$ cat src/sv/gwl_pkg.sv
// Shared types, codes and helpers of the word-wrap line engine.
package gwl_pkg;

    localparam int LINE_DEPTH_DEF   = 64;
    localparam int COUNTER_BITS_DEF = 32;
    localparam int WIDTH_CAP        = 62;

    localparam logic [7:0] NEWLINE_BYTE = 8'h0A;

    localparam logic [2:0] OPC_APPEND    = 3'd0;
    localparam logic [2:0] OPC_BACKSPACE = 3'd1;
    localparam logic [2:0] OPC_DELWORD   = 3'd2;
    localparam logic [2:0] OPC_CLEAR     = 3'd3;
    localparam logic [2:0] OPC_FLUSH     = 3'd4;

    localparam logic [1:0] KIND_CHAR   = 2'd0;
    localparam logic [1:0] KIND_EOL    = 2'd1;
    localparam logic [1:0] KIND_STATUS = 2'd2;

    typedef enum logic [2:0] {
        OP_APPEND,
        OP_BACKSPACE,
        OP_DELWORD,
        OP_CLEAR,
        OP_FLUSH,
        OP_NONE
    } op_t;

    typedef struct packed {
        op_t        op;
        logic       nl;
        logic [7:0] ch;
    } cmd_t;

    function automatic logic is_space(input logic [7:0] c);
        return (c == 8'h20) || ((c >= 8'h09) && (c <= 8'h0D));
    endfunction

endpackage

$ cat src/sv/gwl_ram.sv
// Generic single-write, single-read RAM with registered read data.
module gwl_ram #(
    parameter int WIDTH = 8,
    parameter int DEPTH = 64
) (
    input  logic                     clk,
    input  logic                     we,
    input  logic [$clog2(DEPTH)-1:0] waddr,
    input  logic [WIDTH-1:0]         wdata,
    input  logic [$clog2(DEPTH)-1:0] raddr,
    output logic [WIDTH-1:0]         rdata
);

    logic [WIDTH-1:0] mem [DEPTH];

    always_ff @(posedge clk)
    begin
        if (we)
        begin
            mem[waddr] <= wdata;
        end
        rdata <= mem[raddr];
    end

endmodule

$ cat src/sv/gwl_front.sv
// Front end: accepts edit requests, decodes them and queues them for the line engine.
module gwl_front
    import gwl_pkg::*;
(
    input  logic       clk,
    input  logic       rst_n,
    input  logic       push,
    output logic       full,
    input  logic [2:0] opcode,
    input  logic [7:0] char_in,
    output cmd_t       cmd,
    output logic       cmd_valid,
    input  logic       cmd_take
);

    cmd_t       ent_reg [2];
    logic       wp_reg, wp_next;
    logic       rp_reg, rp_next;
    logic [1:0] cnt_reg, cnt_next;
    cmd_t       dec;
    logic       acc;

    always_comb
    begin
        dec.ch = char_in;
        dec.nl = (char_in == NEWLINE_BYTE);
        case (opcode)
            OPC_APPEND:    dec.op = OP_APPEND;
            OPC_BACKSPACE: dec.op = OP_BACKSPACE;
            OPC_DELWORD:   dec.op = OP_DELWORD;
            OPC_CLEAR:     dec.op = OP_CLEAR;
            OPC_FLUSH:     dec.op = OP_FLUSH;
            default:       dec.op = OP_NONE;
        endcase
    end

    assign full      = (cnt_reg == 2'd2);
    assign acc       = push && !full;
    assign cmd_valid = (cnt_reg != 2'd0);
    assign cmd       = ent_reg[rp_reg];

    always_comb
    begin
        wp_next  = wp_reg ^ acc;
        rp_next  = rp_reg ^ cmd_take;
        cnt_next = cnt_reg + {1'b0, acc} - {1'b0, cmd_take};
    end

    always_ff @(posedge clk)
    begin
        if (acc)
        begin
            ent_reg[wp_reg] <= dec;
        end
    end

    always_ff @(posedge clk or negedge rst_n)
    begin
        if (!rst_n)
        begin
            wp_reg  <= 1'b0;
            rp_reg  <= 1'b0;
            cnt_reg <= 2'd0;
        end
        else
        begin
            wp_reg  <= wp_next;
            rp_reg  <= rp_next;
            cnt_reg <= cnt_next;
        end
    end

endmodule

$ cat src/sv/gwl_back.sv
// Back end: line state, line store walks for emit and rescan, totals and result register.
module gwl_back
    import gwl_pkg::*;
#(
    parameter int LINE_DEPTH   = LINE_DEPTH_DEF,
    parameter int COUNTER_BITS = COUNTER_BITS_DEF
) (
    input  logic        clk,
    input  logic        rst_n,
    input  logic [5:0]  wrap_width,
    input  cmd_t        cmd,
    input  logic        cmd_valid,
    output logic        cmd_take,
    output logic        empty,
    input  logic        pop,
    output logic [1:0]  kind,
    output logic [7:0]  char_out,
    output logic [31:0] line_number,
    output logic [31:0] word_total,
    output logic [31:0] char_total,
    output logic        last
);

    localparam int AW  = $clog2(LINE_DEPTH);
    localparam int CB  = COUNTER_BITS;
    localparam int WB  = (CB > 32) ? CB : 32;
    localparam int CAP = (LINE_DEPTH - 2 < WIDTH_CAP) ? LINE_DEPTH - 2 : WIDTH_CAP;

    typedef enum logic [3:0] {
        ST_IDLE   = 4'b0001,
        ST_SCAN   = 4'b0010,
        ST_EMIT   = 4'b0100,
        ST_STATUS = 4'b1000
    } state_t;

    state_t          state_reg, state_next;
    logic [AW-1:0]   base_reg, base_next;
    logic [AW-1:0]   pend_base_reg, pend_base_next;
    logic [AW-1:0]   len_reg, len_next;
    logic [5:0]      words_reg, words_next;
    logic [AW-1:0]   bp_reg, bp_next;
    logic [AW-1:0]   ws_reg, ws_next;
    logic            in_reg, in_next;
    logic [AW-1:0]   idx_reg, idx_next;
    logic [AW-1:0]   lim_reg, lim_next;
    logic [5:0]      emit_w_reg, emit_w_next;
    logic [CB-1:0]   lines_reg, lines_next;
    logic [CB-1:0]   wdone_reg, wdone_next;
    logic [CB-1:0]   cdone_reg, cdone_next;

    logic            out_valid_reg, out_valid_next;
    logic [1:0]      out_kind_reg, out_kind_next;
    logic [7:0]      out_char_reg, out_char_next;
    logic [31:0]     out_ln_reg, out_ln_next;
    logic [31:0]     out_wt_reg, out_wt_next;
    logic [31:0]     out_ct_reg, out_ct_next;
    logic            out_last_reg, out_last_next;

    logic            ram_we;
    logic [AW-1:0]   ram_waddr;
    logic [AW-1:0]   ram_raddr;
    logic [7:0]      ram_rdata;

    logic [5:0]      w6;
    logic [7:0]      ins_byte;
    logic            ins_sp;
    logic [AW-1:0]   ins_len;
    logic [5:0]      ins_words;
    logic [AW-1:0]   ins_bp;
    logic [AW-1:0]   ins_ws;
    logic            ins_in;
    logic            slot_free;
    logic [31:0]     st_ln, st_wt, st_ct;

    function automatic logic [AW-1:0] ring(input logic [AW-1:0] b, input logic [AW-1:0] i);
        logic [AW:0] s;
        s = {1'b0, b} + {1'b0, i};
        if (s >= (AW+1)'(LINE_DEPTH))
        begin
            s = s - (AW+1)'(LINE_DEPTH);
        end
        return s[AW-1:0];
    endfunction

    function automatic logic [CB-1:0] sat_add(input logic [CB-1:0] a, input logic [CB-1:0] b);
        logic [CB:0] s;
        s = {1'b0, a} + {1'b0, b};
        return s[CB] ? {CB{1'b1}} : s[CB-1:0];
    endfunction

    function automatic logic [31:0] out32(input logic [CB-1:0] v);
        logic [WB-1:0] t;
        t = WB'(v);
        return (t > WB'(64'hFFFF_FFFF)) ? 32'hFFFF_FFFF : t[31:0];
    endfunction

    gwl_ram #(
        .WIDTH (8),
        .DEPTH (LINE_DEPTH)
    ) u_store (
        .clk   (clk),
        .we    (ram_we),
        .waddr (ram_waddr),
        .wdata (cmd.ch),
        .raddr (ram_raddr),
        .rdata (ram_rdata)
    );

    // Clamp the width to the usable range.
    always_comb
    begin
        if (wrap_width == 6'd0)
        begin
            w6 = 6'd1;
        end
        else if (wrap_width > 6'(CAP))
        begin
            w6 = 6'(CAP);
        end
        else
        begin
            w6 = wrap_width;
        end
    end

    // Single byte insert unit, shared by append and rescan.
    always_comb
    begin
        ins_byte  = (state_reg == ST_SCAN) ? ram_rdata : cmd.ch;
        ins_sp    = is_space(ins_byte);
        ins_len   = len_reg + AW'(1);
        ins_words = words_reg;
        ins_bp    = bp_reg;
        ins_ws    = ws_reg;
        ins_in    = in_reg;
        if (ins_sp)
        begin
            if (in_reg)
            begin
                ins_bp = len_reg;
                ins_in = 1'b0;
            end
        end
        else if (!in_reg)
        begin
            ins_ws    = len_reg;
            ins_in    = 1'b1;
            ins_words = words_reg + 6'd1;
        end
    end

    assign slot_free = !out_valid_reg || pop;
    assign st_ln     = out32(sat_add(lines_reg, CB'(1)));
    assign st_wt     = out32(sat_add(wdone_reg, CB'(words_reg)));
    assign st_ct     = out32(sat_add(cdone_reg, CB'(len_reg)));
    assign ram_raddr = ring(base_reg, idx_next);
    assign ram_waddr = ring(base_reg, len_reg);

    always_comb
    begin
        state_next     = state_reg;
        base_next      = base_reg;
        pend_base_next = pend_base_reg;
        len_next       = len_reg;
        words_next     = words_reg;
        bp_next        = bp_reg;
        ws_next        = ws_reg;
        in_next        = in_reg;
        idx_next       = idx_reg;
        lim_next       = lim_reg;
        emit_w_next    = emit_w_reg;
        lines_next     = lines_reg;
        wdone_next     = wdone_reg;
        cdone_next     = cdone_reg;
        out_valid_next = out_valid_reg && !pop;
        out_kind_next  = out_kind_reg;
        out_char_next  = out_char_reg;
        out_ln_next    = out_ln_reg;
        out_wt_next    = out_wt_reg;
        out_ct_next    = out_ct_reg;
        out_last_next  = out_last_reg;
        cmd_take       = 1'b0;
        ram_we         = 1'b0;

        case (state_reg)
            ST_IDLE:
            begin
                idx_next = '0;
                if (cmd_valid)
                begin
                    cmd_take       = 1'b1;
                    state_next     = ST_STATUS;
                    pend_base_next = base_reg;
                    case (cmd.op)
                        OP_APPEND:
                        begin
                            if (cmd.nl)
                            begin
                                lim_next    = len_reg;
                                emit_w_next = words_reg;
                                len_next    = '0;
                                words_next  = '0;
                                bp_next     = '0;
                                ws_next     = '0;
                                in_next     = 1'b0;
                                state_next  = ST_EMIT;
                            end
                            else
                            begin
                                ram_we     = 1'b1;
                                len_next   = ins_len;
                                words_next = ins_words;
                                bp_next    = ins_bp;
                                ws_next    = ins_ws;
                                in_next    = ins_in;
                                if (7'(ins_len) > 7'(w6))
                                begin
                                    state_next = ST_EMIT;
                                    bp_next    = '0;
                                    ws_next    = '0;
                                    if (ins_in && (7'(ins_len - ins_ws) > 7'(w6)))
                                    begin
                                        // Hard break: new byte alone starts the next line.
                                        lim_next       = len_reg;
                                        emit_w_next    = ins_words;
                                        pend_base_next = ring(base_reg, len_reg);
                                        len_next       = AW'(1);
                                        words_next     = 6'd1;
                                        in_next        = 1'b1;
                                    end
                                    else if (ins_in)
                                    begin
                                        // Carry the partial word over.
                                        lim_next       = ins_bp;
                                        emit_w_next    = (ins_words == 6'd0) ? 6'd0
                                                                             : ins_words - 6'd1;
                                        pend_base_next = ring(base_reg, ins_ws);
                                        len_next       = ins_len - ins_ws;
                                        words_next     = 6'd1;
                                        in_next        = 1'b1;
                                    end
                                    else
                                    begin
                                        lim_next    = ins_bp;
                                        emit_w_next = ins_words;
                                        len_next    = '0;
                                        words_next  = '0;
                                        in_next     = 1'b0;
                                    end
                                end
                            end
                        end
                        OP_BACKSPACE, OP_DELWORD:
                        begin
                            if (len_reg != '0)
                            begin
                                if (cmd.op == OP_BACKSPACE)
                                begin
                                    lim_next = len_reg - AW'(1);
                                end
                                else
                                begin
                                    lim_next = (ws_reg < len_reg) ? ws_reg : len_reg;
                                end
                                len_next   = '0;
                                words_next = '0;
                                bp_next    = '0;
                                ws_next    = '0;
                                in_next    = 1'b0;
                                state_next = ST_SCAN;
                            end
                        end
                        OP_CLEAR, OP_FLUSH:
                        begin
                            if ((cmd.op == OP_FLUSH) && (len_reg != '0))
                            begin
                                lim_next    = len_reg;
                                emit_w_next = words_reg;
                                state_next  = ST_EMIT;
                            end
                            len_next   = '0;
                            words_next = '0;
                            bp_next    = '0;
                            ws_next    = '0;
                            in_next    = 1'b0;
                        end
                        default:
                        begin
                        end
                    endcase
                end
            end

            ST_SCAN:
            begin
                if (idx_reg == lim_reg)
                begin
                    state_next = ST_STATUS;
                end
                else
                begin
                    len_next   = ins_len;
                    words_next = ins_words;
                    bp_next    = ins_bp;
                    ws_next    = ins_ws;
                    in_next    = ins_in;
                    idx_next   = idx_reg + AW'(1);
                end
            end

            ST_EMIT:
            begin
                if (slot_free)
                begin
                    out_valid_next = 1'b1;
                    out_ln_next    = '0;
                    out_wt_next    = '0;
                    out_ct_next    = '0;
                    out_last_next  = 1'b0;
                    if (idx_reg != lim_reg)
                    begin
                        out_kind_next = KIND_CHAR;
                        out_char_next = ram_rdata;
                        idx_next      = idx_reg + AW'(1);
                    end
                    else
                    begin
                        out_kind_next = KIND_EOL;
                        out_char_next = '0;
                        lines_next    = sat_add(lines_reg, CB'(1));
                        cdone_next    = sat_add(cdone_reg, CB'(lim_reg) + CB'(1));
                        wdone_next    = sat_add(wdone_reg, CB'(emit_w_reg));
                        base_next     = pend_base_reg;
                        state_next    = ST_STATUS;
                    end
                end
            end

            ST_STATUS:
            begin
                if (slot_free)
                begin
                    out_valid_next = 1'b1;
                    out_kind_next  = KIND_STATUS;
                    out_char_next  = '0;
                    out_ln_next    = st_ln;
                    out_wt_next    = st_wt;
                    out_ct_next    = st_ct;
                    out_last_next  = 1'b1;
                    state_next     = ST_IDLE;
                end
            end

            default:
            begin
                state_next = ST_IDLE;
            end
        endcase
    end

    always_ff @(posedge clk)
    begin
        pend_base_reg <= pend_base_next;
        lim_reg       <= lim_next;
        emit_w_reg    <= emit_w_next;
        out_kind_reg  <= out_kind_next;
        out_char_reg  <= out_char_next;
        out_ln_reg    <= out_ln_next;
        out_wt_reg    <= out_wt_next;
        out_ct_reg    <= out_ct_next;
        out_last_reg  <= out_last_next;
    end

    always_ff @(posedge clk or negedge rst_n)
    begin
        if (!rst_n)
        begin
            state_reg     <= ST_IDLE;
            base_reg      <= '0;
            len_reg       <= '0;
            words_reg     <= '0;
            bp_reg        <= '0;
            ws_reg        <= '0;
            in_reg        <= 1'b0;
            idx_reg       <= '0;
            lines_reg     <= '0;
            wdone_reg     <= '0;
            cdone_reg     <= '0;
            out_valid_reg <= 1'b0;
        end
        else
        begin
            state_reg     <= state_next;
            base_reg      <= base_next;
            len_reg       <= len_next;
            words_reg     <= words_next;
            bp_reg        <= bp_next;
            ws_reg        <= ws_next;
            in_reg        <= in_next;
            idx_reg       <= idx_next;
            lines_reg     <= lines_next;
            wdone_reg     <= wdone_next;
            cdone_reg     <= cdone_next;
            out_valid_reg <= out_valid_next;
        end
    end

    assign empty       = !out_valid_reg;
    assign kind        = out_kind_reg;
    assign char_out    = out_char_reg;
    assign line_number = out_ln_reg;
    assign word_total  = out_wt_reg;
    assign char_total  = out_ct_reg;
    assign last        = out_last_reg;

    a_len_cap: assert property (@(posedge clk) disable iff (!rst_n)
        (state_reg == ST_IDLE) |-> (len_reg <= AW'(CAP)))
        else $error("line length above cap while idle");

    a_marks_in_line: assert property (@(posedge clk) disable iff (!rst_n)
        (state_reg == ST_IDLE) |-> ((ws_reg <= len_reg) && (bp_reg <= len_reg)))
        else $error("word marks beyond line end");

    a_last_only_status: assert property (@(posedge clk) disable iff (!rst_n)
        (out_valid_reg && (out_kind_reg != KIND_STATUS)) |-> !out_last_reg)
        else $error("last set on a non-status result");

    a_emit_bound: assert property (@(posedge clk) disable iff (!rst_n)
        (state_reg == ST_EMIT) |-> (idx_reg <= lim_reg))
        else $error("emit index past line end");

    a_take_idle: assert property (@(posedge clk) disable iff (!rst_n)
        cmd_take |-> ((state_reg == ST_IDLE) && cmd_valid))
        else $error("request taken outside idle");

endmodule

$ cat src/sv/greedy_word_wrap_line_engine.sv
// Top level of the greedy word-wrap line engine.
//
// Edit requests enter through a queue-style port: push with opcode and char_in,
// taken when full is low. A two-entry request queue sits in front of the line
// engine, so requests are taken while results wait on the output.
// Results leave through a queue-style port: the oldest result is shown while
// empty is low and is taken by pop. Every request ends with one status result
// (kind 2, last high); wraps, newline and flush first give the emitted line as
// one result per character and an end-of-line result.
// A request that emits characters, or a backspace or delete-word rescan of the
// stored bytes, walks the line store through its RAM read port at one byte per
// cycle; the emit walk pauses while the result register is full.
// A stalled receiver holds the result register and stops the engine; the
// request queue then fills and full rises.
// wrap_width is written on the cfg channel (always ready); the user must write
// it only between requests, as the block itself does not enforce this.
// Reset clears the line, the totals and both queues; the width returns to 62.
module greedy_word_wrap_line_engine
    import gwl_pkg::*;
#(
    parameter int LINE_DEPTH   = LINE_DEPTH_DEF,
    parameter int COUNTER_BITS = COUNTER_BITS_DEF
) (
    input  logic        clk,
    input  logic        rst_n,
    input  logic        push,
    output logic        full,
    input  logic [2:0]  opcode,
    input  logic [7:0]  char_in,
    output logic        empty,
    input  logic        pop,
    output logic [1:0]  kind,
    output logic [7:0]  char_out,
    output logic [31:0] line_number,
    output logic [31:0] word_total,
    output logic [31:0] char_total,
    output logic        last,
    input  logic        cfg_valid,
    output logic        cfg_ready,
    input  logic [5:0]  cfg_data
);

    logic [5:0] wrap_width_reg, wrap_width_next;
    cmd_t       cmd;
    logic       cmd_valid;
    logic       cmd_take;

    assign cfg_ready = 1'b1;

    always_comb
    begin
        wrap_width_next = wrap_width_reg;
        if (cfg_valid && cfg_ready)
        begin
            wrap_width_next = cfg_data;
        end
    end

    always_ff @(posedge clk or negedge rst_n)
    begin
        if (!rst_n)
        begin
            wrap_width_reg <= 6'(WIDTH_CAP);
        end
        else
        begin
            wrap_width_reg <= wrap_width_next;
        end
    end

    gwl_front u_front (
        .clk       (clk),
        .rst_n     (rst_n),
        .push      (push),
        .full      (full),
        .opcode    (opcode),
        .char_in   (char_in),
        .cmd       (cmd),
        .cmd_valid (cmd_valid),
        .cmd_take  (cmd_take)
    );

    gwl_back #(
        .LINE_DEPTH   (LINE_DEPTH),
        .COUNTER_BITS (COUNTER_BITS)
    ) u_back (
        .clk         (clk),
        .rst_n       (rst_n),
        .wrap_width  (wrap_width_reg),
        .cmd         (cmd),
        .cmd_valid   (cmd_valid),
        .cmd_take    (cmd_take),
        .empty       (empty),
        .pop         (pop),
        .kind        (kind),
        .char_out    (char_out),
        .line_number (line_number),
        .word_total  (word_total),
        .char_total  (char_total),
        .last        (last)
    );

endmodule
$ cat config.mk
export PLATFORM = sky130hd
export DESIGN_NAME = greedy_word_wrap_line_engine
export DESIGN_NICKNAME = d
export VERILOG_FILES = /design/src/sv/gwl_pkg.sv /design/src/sv/gwl_ram.sv /design/src/sv/gwl_front.sv /design/src/sv/gwl_back.sv /design/src/sv/greedy_word_wrap_line_engine.sv
export SDC_FILE = /design/constraint.sdc
export NUM_CORES = 1
export LEC_CHECK = 0
export CAP_MARGIN = 20
export CORE_MARGIN = 2
export CORE_UTILIZATION = 45
export CTS_CLUSTER_SIZE = 28
export DETAILED_ROUTE_END_ITERATION = 12
export DONT_BUFFER_PORTS = 1
export PLACE_DENSITY = 0.61
export RECOVER_POWER = 50
export SLEW_MARGIN = 40
export SYNTH_ARGS = -nofsm -noshare
export SYNTH_HDL_FRONTEND = slang
export SYNTH_HIERARCHICAL = 1
export SYNTH_SLANG_ARGS = --single-unit
export TNS_END_PERCENT = 5
$ cat constraint.sdc
create_clock -name clk -period 8.2 [get_ports clk]
set_input_delay 0.82 -clock clk [delete_from_list [all_inputs] [get_ports clk]]
set_output_delay 0.82 -clock clk [all_outputs]
set_load 0.01 [all_outputs]
==> flow_summary_export.csv, run 1 <==
group,metric,value,unit
outcome,status,"finished, violations left",
outcome,violations,"capacitance limit, slew limit",
final_layout,stdcell_count,3841,
sta,fin_tns_setup,0,ps
clock_network,cts-htree-levels,3,
critical_path,crit_top_cell,"ha_1",
route,drtPass1Iterations,7,
sta,slew_violations,514,
synth,synthTopCellsByArea,"edfxtp_1 (53%), dfrtp_1 (9.5%), mux4_2 (7.5%)",
synth,ys_types,95,
clock_network,postCtsSetupBuffers,0,
power,p_clk_frac,0.275,
critical_path,crit_fanout,31,
synth,ys.flop_type,"edfxtp_1",
clock_network,path_clk_slew,70,ps
route,routed_wl,91380,um
sta,setup_violations,0,
sta,finalHoldViolCount,0,
critical_path,crit_family,"compound AO/OA/AOI/OAI gates",
clock_network,cts_buffer_depth,3,
critical_path,path_cells,"mux2_2 -> buf_4 -> or2_2 -> a21oi_1 -> o32ai_4 -> o21ai_4 -> nand2_1 -> o21ai_0 -> ha_1 -> inv_1 -> ha_1 -> a311oi_2 -> o311ai_4 -> nand2_1 -> xnor2_1 -> ha_1 -> a21o_1 -> a21oi_1 -> o21ai_0 -> o21a_1 -> nor2_1 -> a22oi_1 -> or2_2 -> a311o_1",
floorplanning,die_w,292.2,um
clock_network,insertion_delay,650,ps
critical_path,slowest_delay,700,ps
critical_path,reg2regPathDepth,24,
final_layout,antenna-diode-count,0,
floorplanning,placementRows,105,
power,p_int,9.423,mW
sta,clock-skew-final,18.97,ps
floorplanning,ioPinCount,132,
floorplanning,start_util,0.4552,
synth,synth_top_area_cell,"edfxtp_1",
place,port_buffers,0,
synth,ys_async_sr_fraction,0.1812,
place,gp_congestion,0.8545,
floorplanning,fp.dieH,292.2,um
clock_network,root_buffer,"clkbuf_16",
global_routing,grtUsageTotal,0.2139,
critical_path,crit_type,"flop to flop",
clock_network,cts_tree,"yes",
route,drc_errors,0,
place,dpl.hpwl,61030,um
synth,syn_area,37380,sq um
global_routing,overflow,0,
global_routing,grt_max_degree,143,
place,pre_cts_slack,1264,ps
sta,rsz0062_at_grt,"false",
power,power,14.47,mW
final_layout,drive_gt1_frac,0.1415,
global_routing,grt_pass1_wl,139400,um
synth,syn_nets,2812,
critical_path,cp_data_required_time,8590,ps
job,maxCapViolCount,9,
final_layout,fin_util,0.5057,
floorplanning,dieArea,85380,sq um
place,dp_cells,3675,
synth,syn_inst,2711,
critical_path,rrSetupSlack,1210,ps
synth,yosysSeqAreaShare,0.6346,
synth,ys_warn_count,6,
sta,period_needed,6990,ps
route,first_iter_violations,1829,
synth,synth_edf_count,661,
synth,synth_top_area_share,0.5311,
final_layout,largest_reg_flops,512,
power,p_comb_frac,0.343,
clock_network,ctsHoldBuffers,2,
sta,tightest_slew,3078,ps
critical_path,cp-start-kind,"flop",
critical_path,slowest_stage,"dfrtp_1",
sta,clock.fmax,143.1,MHz
critical_path,r2r_end,"u_back/lim_reg[5]",
route,avgViaCountPerCell,5.911,
final_layout,regMostFlops,"u_back/u_store/mem",
synth,ys_ff_latch,817,
worst_hold_path,worstHoldPathType,"input pin to flop",
sta,period_share,0.8525,
final_layout,nFillCells,6845,
floorplanning,core_area,82110,sq um
critical_path,timing.rr.start,"u_front/rp_reg",
critical_path,critPathLaunch,"u_front/rp_reg",
global_routing,antenna_found_initial,0,
power,pwr-share-seq,0.382,
critical_path,crit_buf_inv,2,
final_layout,syn_to_final_growth,11.10,%
critical_path,worstSetupEndpoint,"u_back/lim_reg[5]",
route,via_count,22710,
clock_network,cts_inserted_buffers,87,
critical_path,cp.arrival,7380,ps
power,sw_frac_of_total,0.3489,
power,switchingPower,5.049,mW
synth,syn_area_per_cell,13.79,sq um
final_layout,nNetsFinal,2799,
route,wl_per_cell,23.79,um
sta,max_slew_margin,-1.052,
power,vdd_drop_max,0.2246,mV
clock_network,ctsResizeCount,0,
power,leakagePower,14.29,nW
sta,worst_slack,1210,ps
critical_path,worst-path-stages,24,
global_routing,grt_pass1_vias,22420,
power,p_per_area,348.5,nW/um^2
critical_path,cp-end-kind,"flop",
route,ant_nets,0,
clock_network,cts_sinks,817,
-- worst register-to-register path: stages, from the launching register on --
cell      delay (ps)
dfrtp_1          700
mux2_2           400
buf_4            240
or2_2            330
a21oi_1          220
o32ai_4          190
o21ai_4          510
nand2_1          100
o21ai_0          190
ha_1             280
inv_1             60
ha_1             180
a311oi_2         340
o311ai_4         150
nand2_1          100
xnor2_1          160
ha_1             290
a21o_1           180
a21oi_1          150
o21ai_0          110
o21a_1           170
nor2_1           510
a22oi_1          390
or2_2            430
a311o_1          360
-- how the worst min path moves through the flow --
stage | startpoint | endpoint | slack, ps | depth (start not counted)
4_1_cts | rst_n | wrap_width_reg[0] | 170 | 1
3_3_place_gp | u_back/pend_base_reg[4] | u_back/base_reg[4] | 430 | 2
3_5_place_dp | u_back/pend_base_reg[4] | u_back/base_reg[4] | 440 | 2
5_1_grt | char_in[3] | u_front/ent_reg[1][3] | 250 | 0
6_report | opcode[2] | u_front/ent_reg[0][11] | 280 | 0
2_1_floorplan | u_back/pend_base_reg[0] | u_back/base_reg[0] | 410 | 2
-- synth_stat cells, types with 31 or more instances --
master / number
and3_1: 36
a21oi_1: 182
clkbuf_1: 100
dfrtp_1: 142
ha_1: 72
nand2_1: 190
edfxtp_1: 661
nor3_1: 31
xor2_1: 67
mux4_2: 124
nor2_1: 210
xnor2_1: 86
o21ai_0: 96
inv_1: 85
mux2i_1: 36
a31oi_1: 31
nand3_1: 83
-- power groups by stage --
stage                     registers [mW]  clock network (mW)  logic, mW
final                               5.52                3.98       4.97
after global routing                5.56                4.22       5.42
after CTS                           5.48                4.07       4.97
after detailed placement            5.56                   0       4.93
after global placement              5.56                   0       4.84
after floorplan                     5.45                   0       3.57
-- layout make-up --
type,count,area (sq um),area share
well taps,1070,1339,0.03224
inverters,87,326.6,0.007864
multi-input cells,1665,12860,0.3098
clock inverters,45,505.5,0.01217
repair buffers,40,346.6,0.008346
clock buffers,117,2424,0.05836
flip-flops and latches,817,23720,0.5712
-- kinds of logic after synthesis --
logic type / after synthesis / synth area share
simple gates: 745 / 0.09671
mux: 184 / 0.09219
other cells: 1 / 0.0001003
flops: 817 / 0.6346
fa+ha+maj: 79 / 0.02785
xor+xnor: 153 / 0.03585
buf+inv: 229 / 0.02668
compound gates: 503 / 0.08597
-- per-layer routing --
layer | global-route usage | routed length [um]
met1 | 0.2858 | 38190
met2 | 0.3593 | 45490
met5 | 0 | 0
met4 | 0.06839 | 2561
met3 | 0.03402 | 5139
-- metrics by stage --
step,cell area [sq um],hold WS (ps)
after floorplan,37380,414.6
after global placement,38410,430.0
after detailed placement,38480,435.0
after CTS,41450,173.6
after global routing,41530,249.6
final,41530,275.1
-- cells in the final DEF, fill, tap and decap left out, types with 30 or more instances in the layout --
master / count
xor2_1: 66
nor3_1: 30
edfxtp_1: 661
inv_1: 85
nor2_1: 172
clkbuf_1: 30
nand3_1: 83
clkbuf_16: 90
and3_1: 36
xnor2_1: 82
dfrtp_1: 142
o21ai_0: 96
nand4_1: 30
o22ai_1: 30
mux4_2: 124
mux2i_1: 36
nor2_2: 39
nand2_1: 188
ha_1: 71
a31oi_1: 31
a21oi_1: 182
No activity file was read; power rests on OpenSTA's default activity.
==> run 2, diff against run 1 <==
==> constraint.sdc (replaced) <==
create_clock -name clk -period 7.6 [get_ports clk]
set_input_delay 0.76 -clock clk [delete_from_list [all_inputs] [get_ports clk]]
set_output_delay 0.76 -clock clk [all_outputs]
set_load 0.01 [all_outputs]
==> run 2 against run 1 <==
- the flow still finishes with violations (capacitance limit, slew limit)
- global-route usage rose by 0.44 points
- sequential share of layout area fell by 0.19 points
- count of clock-buffer cells in the layout fell by 20
- utilization rose by 0.16 points
- die area did not move
- critical path depth rose by 1
- register-to-register slack got worse by 340 ps
- critical endpoint is now u_back/emit_w_reg[3]
- largest cell class unchanged
- highest routed layer unchanged
==> flow_summary_export.csv, run 2 (synthesis results as in run 1) <==
group,metric,value,unit
clock_network,cts-htree-levels,3,
place,placed_cell_area,38520,sq um
sta,slew_violations,694,
sta,clock-skew-final,28.32,ps
critical_path,crit_top_cell,"ha_1",
final_layout,largest_reg_flops,512,
global_routing,grtUsageTotal,0.2183,
sta,tightest_slew,3142,ps
route,avgViaCountPerCell,5.928,
sta,rsz0062_at_grt,"false",
sta,finalHoldViolCount,0,
place,port_buffers,0,
final_layout,nFillCells,6781,
outcome,status,"finished, violations left",
global_routing,overflow,0,
power,vdd_drop_max,0.2429,mV
critical_path,reg2regPathDepth,25,
power,leakagePower,14.36,nW
route,met3_length,5414,um
final_layout,syn_to_final_growth,11.47,%
sta,period_needed,6728,ps
clock_network,insertion_delay,650,ps
clock_network,cts_buffer_depth,3,
final_layout,stdcell_count,3850,
critical_path,crit_fanout,17,
worst_hold_path,worstHoldPathType,"input pin to flop",
worst_hold_path,min_to,"u_front/ent_reg[1][7]",
critical_path,r2r_end,"u_back/emit_w_reg[3]",
sta,fin_tns_setup,0,ps
place,gp_congestion,0.8894,
critical_path,timing.rr.start,"u_front/rp_reg",
final_layout,antenna-diode-count,0,
final_layout,regArea,23720,sq um
final_layout,final_cell_mix,"edfxtp_1 (661), nand2_1 (188), a21oi_1 (182)",
global_routing,antenna_found_initial,0,
critical_path,slowest_delay,710,ps
final_layout,nNetsFinal,2809,
route,first_iter_violations,2087,
job,maxCapViolCount,11,
route,via_count,22820,
sta,period_share,0.8852,
clock_network,root_buffer,"clkbuf_16",
critical_path,cp-start-kind,"flop",
final_layout,regMostFlops,"u_back/u_store/mem",
final_layout,multi_input_area,12860,sq um
worst_hold_path,hp-start,"char_in[7]",
route,ant_nets,0,
critical_path,cp-end-kind,"flop",
place,dpl.hpwl,62050,um
sta,fin_hold_ws,203.3,ps
route,drtPass1Iterations,5,
clock_network,cts_sinks,817,
sta,clock.fmax,148.6,MHz
critical_path,cp.arrival,7210,ps
critical_path,crit_type,"flop to flop",
floorplanning,die_w,292.2,um
critical_path,crit_buf_inv,3,
floorplanning,placementRows,105,
final_layout,final_cell_area,41660,sq um
sta,max_slew_margin,-1.095,
route,met1_length,39120,um
clock_network,path_clk_slew,60,ps
floorplanning,start_util,0.4552,
final_layout,drive_gt1_frac,0.1486,
outcome,violations,"capacitance limit, slew limit",
clock_network,ctsHoldBuffers,1,
critical_path,cp_data_required_time,8080,ps
sta,setup_violations,0,
power,p_per_area,381.3,nW/um^2
global_routing,grt_pass1_wl,142100,um
route,routed_wl,93660,um
place,dp_cells,3684,
worst_hold_path,hold_depth,0,
critical_path,crit_family,"compound AO/OA/AOI/OAI gates",
global_routing,grt_max_degree,149,
floorplanning,dieArea,85380,sq um
clock_network,postCtsSetupBuffers,0,
route,wl_per_cell,24.33,um
global_routing,grt_pass1_vias,22330,
clock_network,ctsResizeCount,0,
floorplanning,core_area,82110,sq um
clock_network,cts_tree,"yes",
floorplanning,ioPinCount,132,
route,top_layer,"met4",
final_layout,final_common_cell,"edfxtp_1",
floorplanning,fp.dieH,292.2,um
route,drc_errors,0,
route,met2_length,46350,um
critical_path,slowest_stage,"dfrtp_1",
clock_network,cts_inserted_buffers,87,
critical_path,rrSetupSlack,870,ps
run 2: how the worst max path moves through the flow:
stage,start,to,depth (start not counted)
after floorplan,u_back/state_reg[2],u_back/char_out[0],5
after global placement,u_front/rp_reg,u_back/emit_w_reg[3],26
after detailed placement,u_front/rp_reg,u_back/emit_w_reg[3],26
after CTS,u_front/rp_reg,u_back/emit_w_reg[3],26
after global routing,u_front/rp_reg,u_back/emit_w_reg[3],26
final,u_front/rp_reg,u_back/emit_w_reg[3],25
run 2: area by class of cell:
type	instances	area share
sequential	817	0.5694
multi-input combinational	1665	0.3088
clock buffer	97	0.05367
clock inverter	64	0.01931
timing repair buffer	50	0.008890
inverter	87	0.007839
tap	1070	0.03213
run 2: per-layer routing:
metal	vias to the layer above	GRT usage
met1	11610	0.2947
met2	767	0.3678
li1	10290	-
met3	151	0.03029
met5	-	0
met4	0	0.06701
run 2: where the power goes:
group | internal (mW) | switching [mW]
combinational | 1.99 | 3.44
clock | 2.69 | 1.80
sequential | 5.65 | 0.322
run 2: per-stage QoR:
stage | power (mW) | utilization | setup slack, ps
floorplan | 9.733 | - | 1072
global placement | 11.31 | 0.4683 | 1005
detailed placement | 11.40 | 0.4692 | 984.9
CTS | 15.94 | 0.5065 | 955.8
global route | 16.65 | 0.5074 | 316.6
finish | 15.89 | 0.5074 | 872.1
==> run 3, diff against run 2 <==
--- a/config.mk
+++ b/config.mk
@@ -11,6 +11,7 @@
 export CTS_CLUSTER_SIZE = 28
 export DETAILED_ROUTE_END_ITERATION = 12
 export DONT_BUFFER_PORTS = 1
+export MAX_ROUTING_LAYER = met4
 export PLACE_DENSITY = 0.61
 export RECOVER_POWER = 50
 export SLEW_MARGIN = 40
==> run 3 against run 2 <==
- global-route usage up 0.81 points
- routed wire length decreased by 0.12%
- critical path depth is the same
- the flow still finishes with violations (capacitance limit, slew limit)
- maximum frequency shrank 0.54%
- register-to-register slack worse by 40 ps
- clock power shrank 8.9%
- largest cell class unchanged
- hold slack better by 1.8 ps
- largest power group unchanged
- final area decreased by 0.72%
- count of clock-buffer cells in the layout increased by 32
- first-iteration DRC count is 5.3% lower
- die area is the same
==> flow_summary_export.csv, run 3 (synthesis results as in run 1) <==
group,metric,value,unit
outcome,status,"finished, violations left",
outcome,violations,"capacitance limit, slew limit",
route,drtPass1Iterations,5,
final_layout,final_cell_area,41360,sq um
critical_path,crit_fanout,21,
sta,tightest_slew,3115,ps
route,ant_nets,0,
critical_path,cp.arrival,7230,ps
route,first_iter_violations,1976,
sta,worst_slack,835.4,ps
global_routing,grt_pass1_vias,22610,
place,placed_cell_area,38540,sq um
clock_network,cts_tree,"yes",
power,p_per_area,374.9,nW/um^2
final_layout,final_cell_mix,"edfxtp_1 (661), nand2_1 (188), a21oi_1 (181)",
power,leakagePower,14.21,nW
global_routing,grt_pass1_wl,142800,um
clock_network,cts_sinks,817,
power,vdd_drop_max,0.1918,mV
critical_path,cp_data_required_time,8060,ps
sta,fin_tns_setup,0,ps
floorplanning,ioPinCount,132,
global_routing,antenna_found_initial,0,
final_layout,syn_to_final_growth,10.67,%
global_routing,grt_max_degree,148,
final_layout,largest_reg_flops,512,
clock_network,cts_buffer_depth,3,
sta,clock.fmax,147.8,MHz
place,dpl.hpwl,62160,um
floorplanning,dieArea,85380,sq um
final_layout,final_common_cell,"edfxtp_1",
floorplanning,start_util,0.4552,
clock_network,postCtsSetupBuffers,0,
critical_path,crit_type,"flop to flop",
clock_network,cts-htree-levels,3,
final_layout,drive_gt1_frac,0.1401,
clock_network,root_buffer,"clkbuf_16",
final_layout,antenna-diode-count,0,
sta,setup_violations,0,
sta,period_needed,6765,ps
route,via_count,22770,
route,routed_wl,93550,um
place,gp_congestion,0.9127,
final_layout,nNetsFinal,2806,
place,pre_cts_slack,1105,ps
worst_hold_path,worstHoldPathType,"input pin to flop",
route,avgViaCountPerCell,5.919,
route,wl_per_cell,24.32,um
final_layout,regMostFlops,"u_back/u_store/mem",
route,drc_errors,0,
clock_network,cts_inserted_buffers,88,
sta,rsz0062_at_grt,"false",
clock_network,path_clk_slew,60,ps
floorplanning,core_area,82110,sq um
clock_network,insertion_delay,650,ps
critical_path,cp-end-kind,"flop",
global_routing,grtUsageTotal,0.2264,
sta,fin_hold_ws,205.1,ps
floorplanning,fp.dieH,292.2,um
sta,max_slew_margin,-1.077,
sta,clock-skew-final,43.37,ps
global_routing,overflow,0,
critical_path,cp-start-kind,"flop",
sta,slew_violations,686,
sta,finalHoldViolCount,0,
floorplanning,die_w,292.2,um
place,port_buffers,0,
job,maxCapViolCount,11,
sta,period_share,0.8901,
floorplanning,placementRows,105,
-- run 3: changes by cell type in the layout (fill, tap and decap cells not counted), moves of 4 or more --
cell and change:
clkbuf_1 +22, bufinv_16 -14, clkinvlp_4 -6, clkbuf_8 +7, clkinv_2 -4, buf_4 -5
-- run 3: metal layers --
metal / vias up / part of all wire / global-route usage / routed length, um
met2: 800 / 0.50 / 0.3686 / 46480
met4: 0 / 0.029 / 0.07128 / 2747
li1: 10280 / - / - / -
met3: 172 / 0.059 / 0.02892 / 5538
met1: 11520 / 0.41 / 0.2974 / 38780
met5: - / 0 / - / 0
-- run 3: path summary, 6_finish.rpt --
path	start	to	slack [ps]	cells past startpoint
setup reg to reg	u_front/rp_reg	u_back/emit_w_reg[3]	840	25
hold reg to reg	u_back/pend_base_reg[3]	u_back/base_reg[3]	420	2
min in group asynchronous	rst_n	u_back/state_reg[0]	760	1
setup / recovery	u_front/rp_reg	u_back/emit_w_reg[3]	840	25
max in group asynchronous	rst_n	u_back/words_reg[2]	2050	3
hold / removal	opcode[2]	u_front/ent_reg[1][11]	210	0
-- run 3: metrics by stage --
stage / instances / power, mW / util
5_1_grt: 3847 / 16.27 / 0.5037
3_5_place_dp: 3681 / 11.44 / 0.4693
2_1_floorplan: 2711 / 9.733 / -
6_report: 3847 / 15.51 / 0.5037
4_1_cts: 3845 / 15.56 / 0.5034
3_3_place_gp: 3679 / 11.31 / 0.4680
-- run 3: critical path, stage by stage (launching register included) --
cell and delay (ps):
dfrtp_1 670, mux2_1 680, nand2b_1 290, a21oi_1 310, o32ai_4 200, o21ai_4 520
nand2_1 90, o21ai_0 190, ha_1 280, inv_1 60, ha_1 180, a311oi_2 340
o311ai_4 150, nand2_1 110, xnor2_1 170, ha_1 290, a21o_1 180, a21oi_1 120
o21ai_0 90, o21a_1 200, nor2_1 120, buf_4 180, inv_1 110, or4_4 530
a2111oi_2 350, o21bai_1 150
-- run 3: what timing repair did --
item | CTS | global route
resized for setup | 0 | 0
hold endpoints to repair | 147 | 16
hold buffers | 2 | 1
-- run 3: area by class of cell --
| type | instances | area, sq um |
|---|---|---|
| fillers | 6870 | 40750 |
| flip-flops and latches | 817 | 23720 |
| multi-input cells | 1665 | 12880 |
| clock buffers | 129 | 2490 |
| well taps | 1070 | 1339 |
| repair buffers | 46 | 335.3 |
| inverters | 87 | 326.6 |
| clock inverters | 33 | 274.0 |
-- run 3: report_power, final --
group / leakage (nW) / internal (mW) / switching [mW] / total (mW)
Combinational: 4.83 / 1.99 / 3.46 / 5.45
Clock: 1.34 / 2.35 / 1.74 / 4.09
Sequential: 8.04 / 5.65 / 0.314 / 5.97
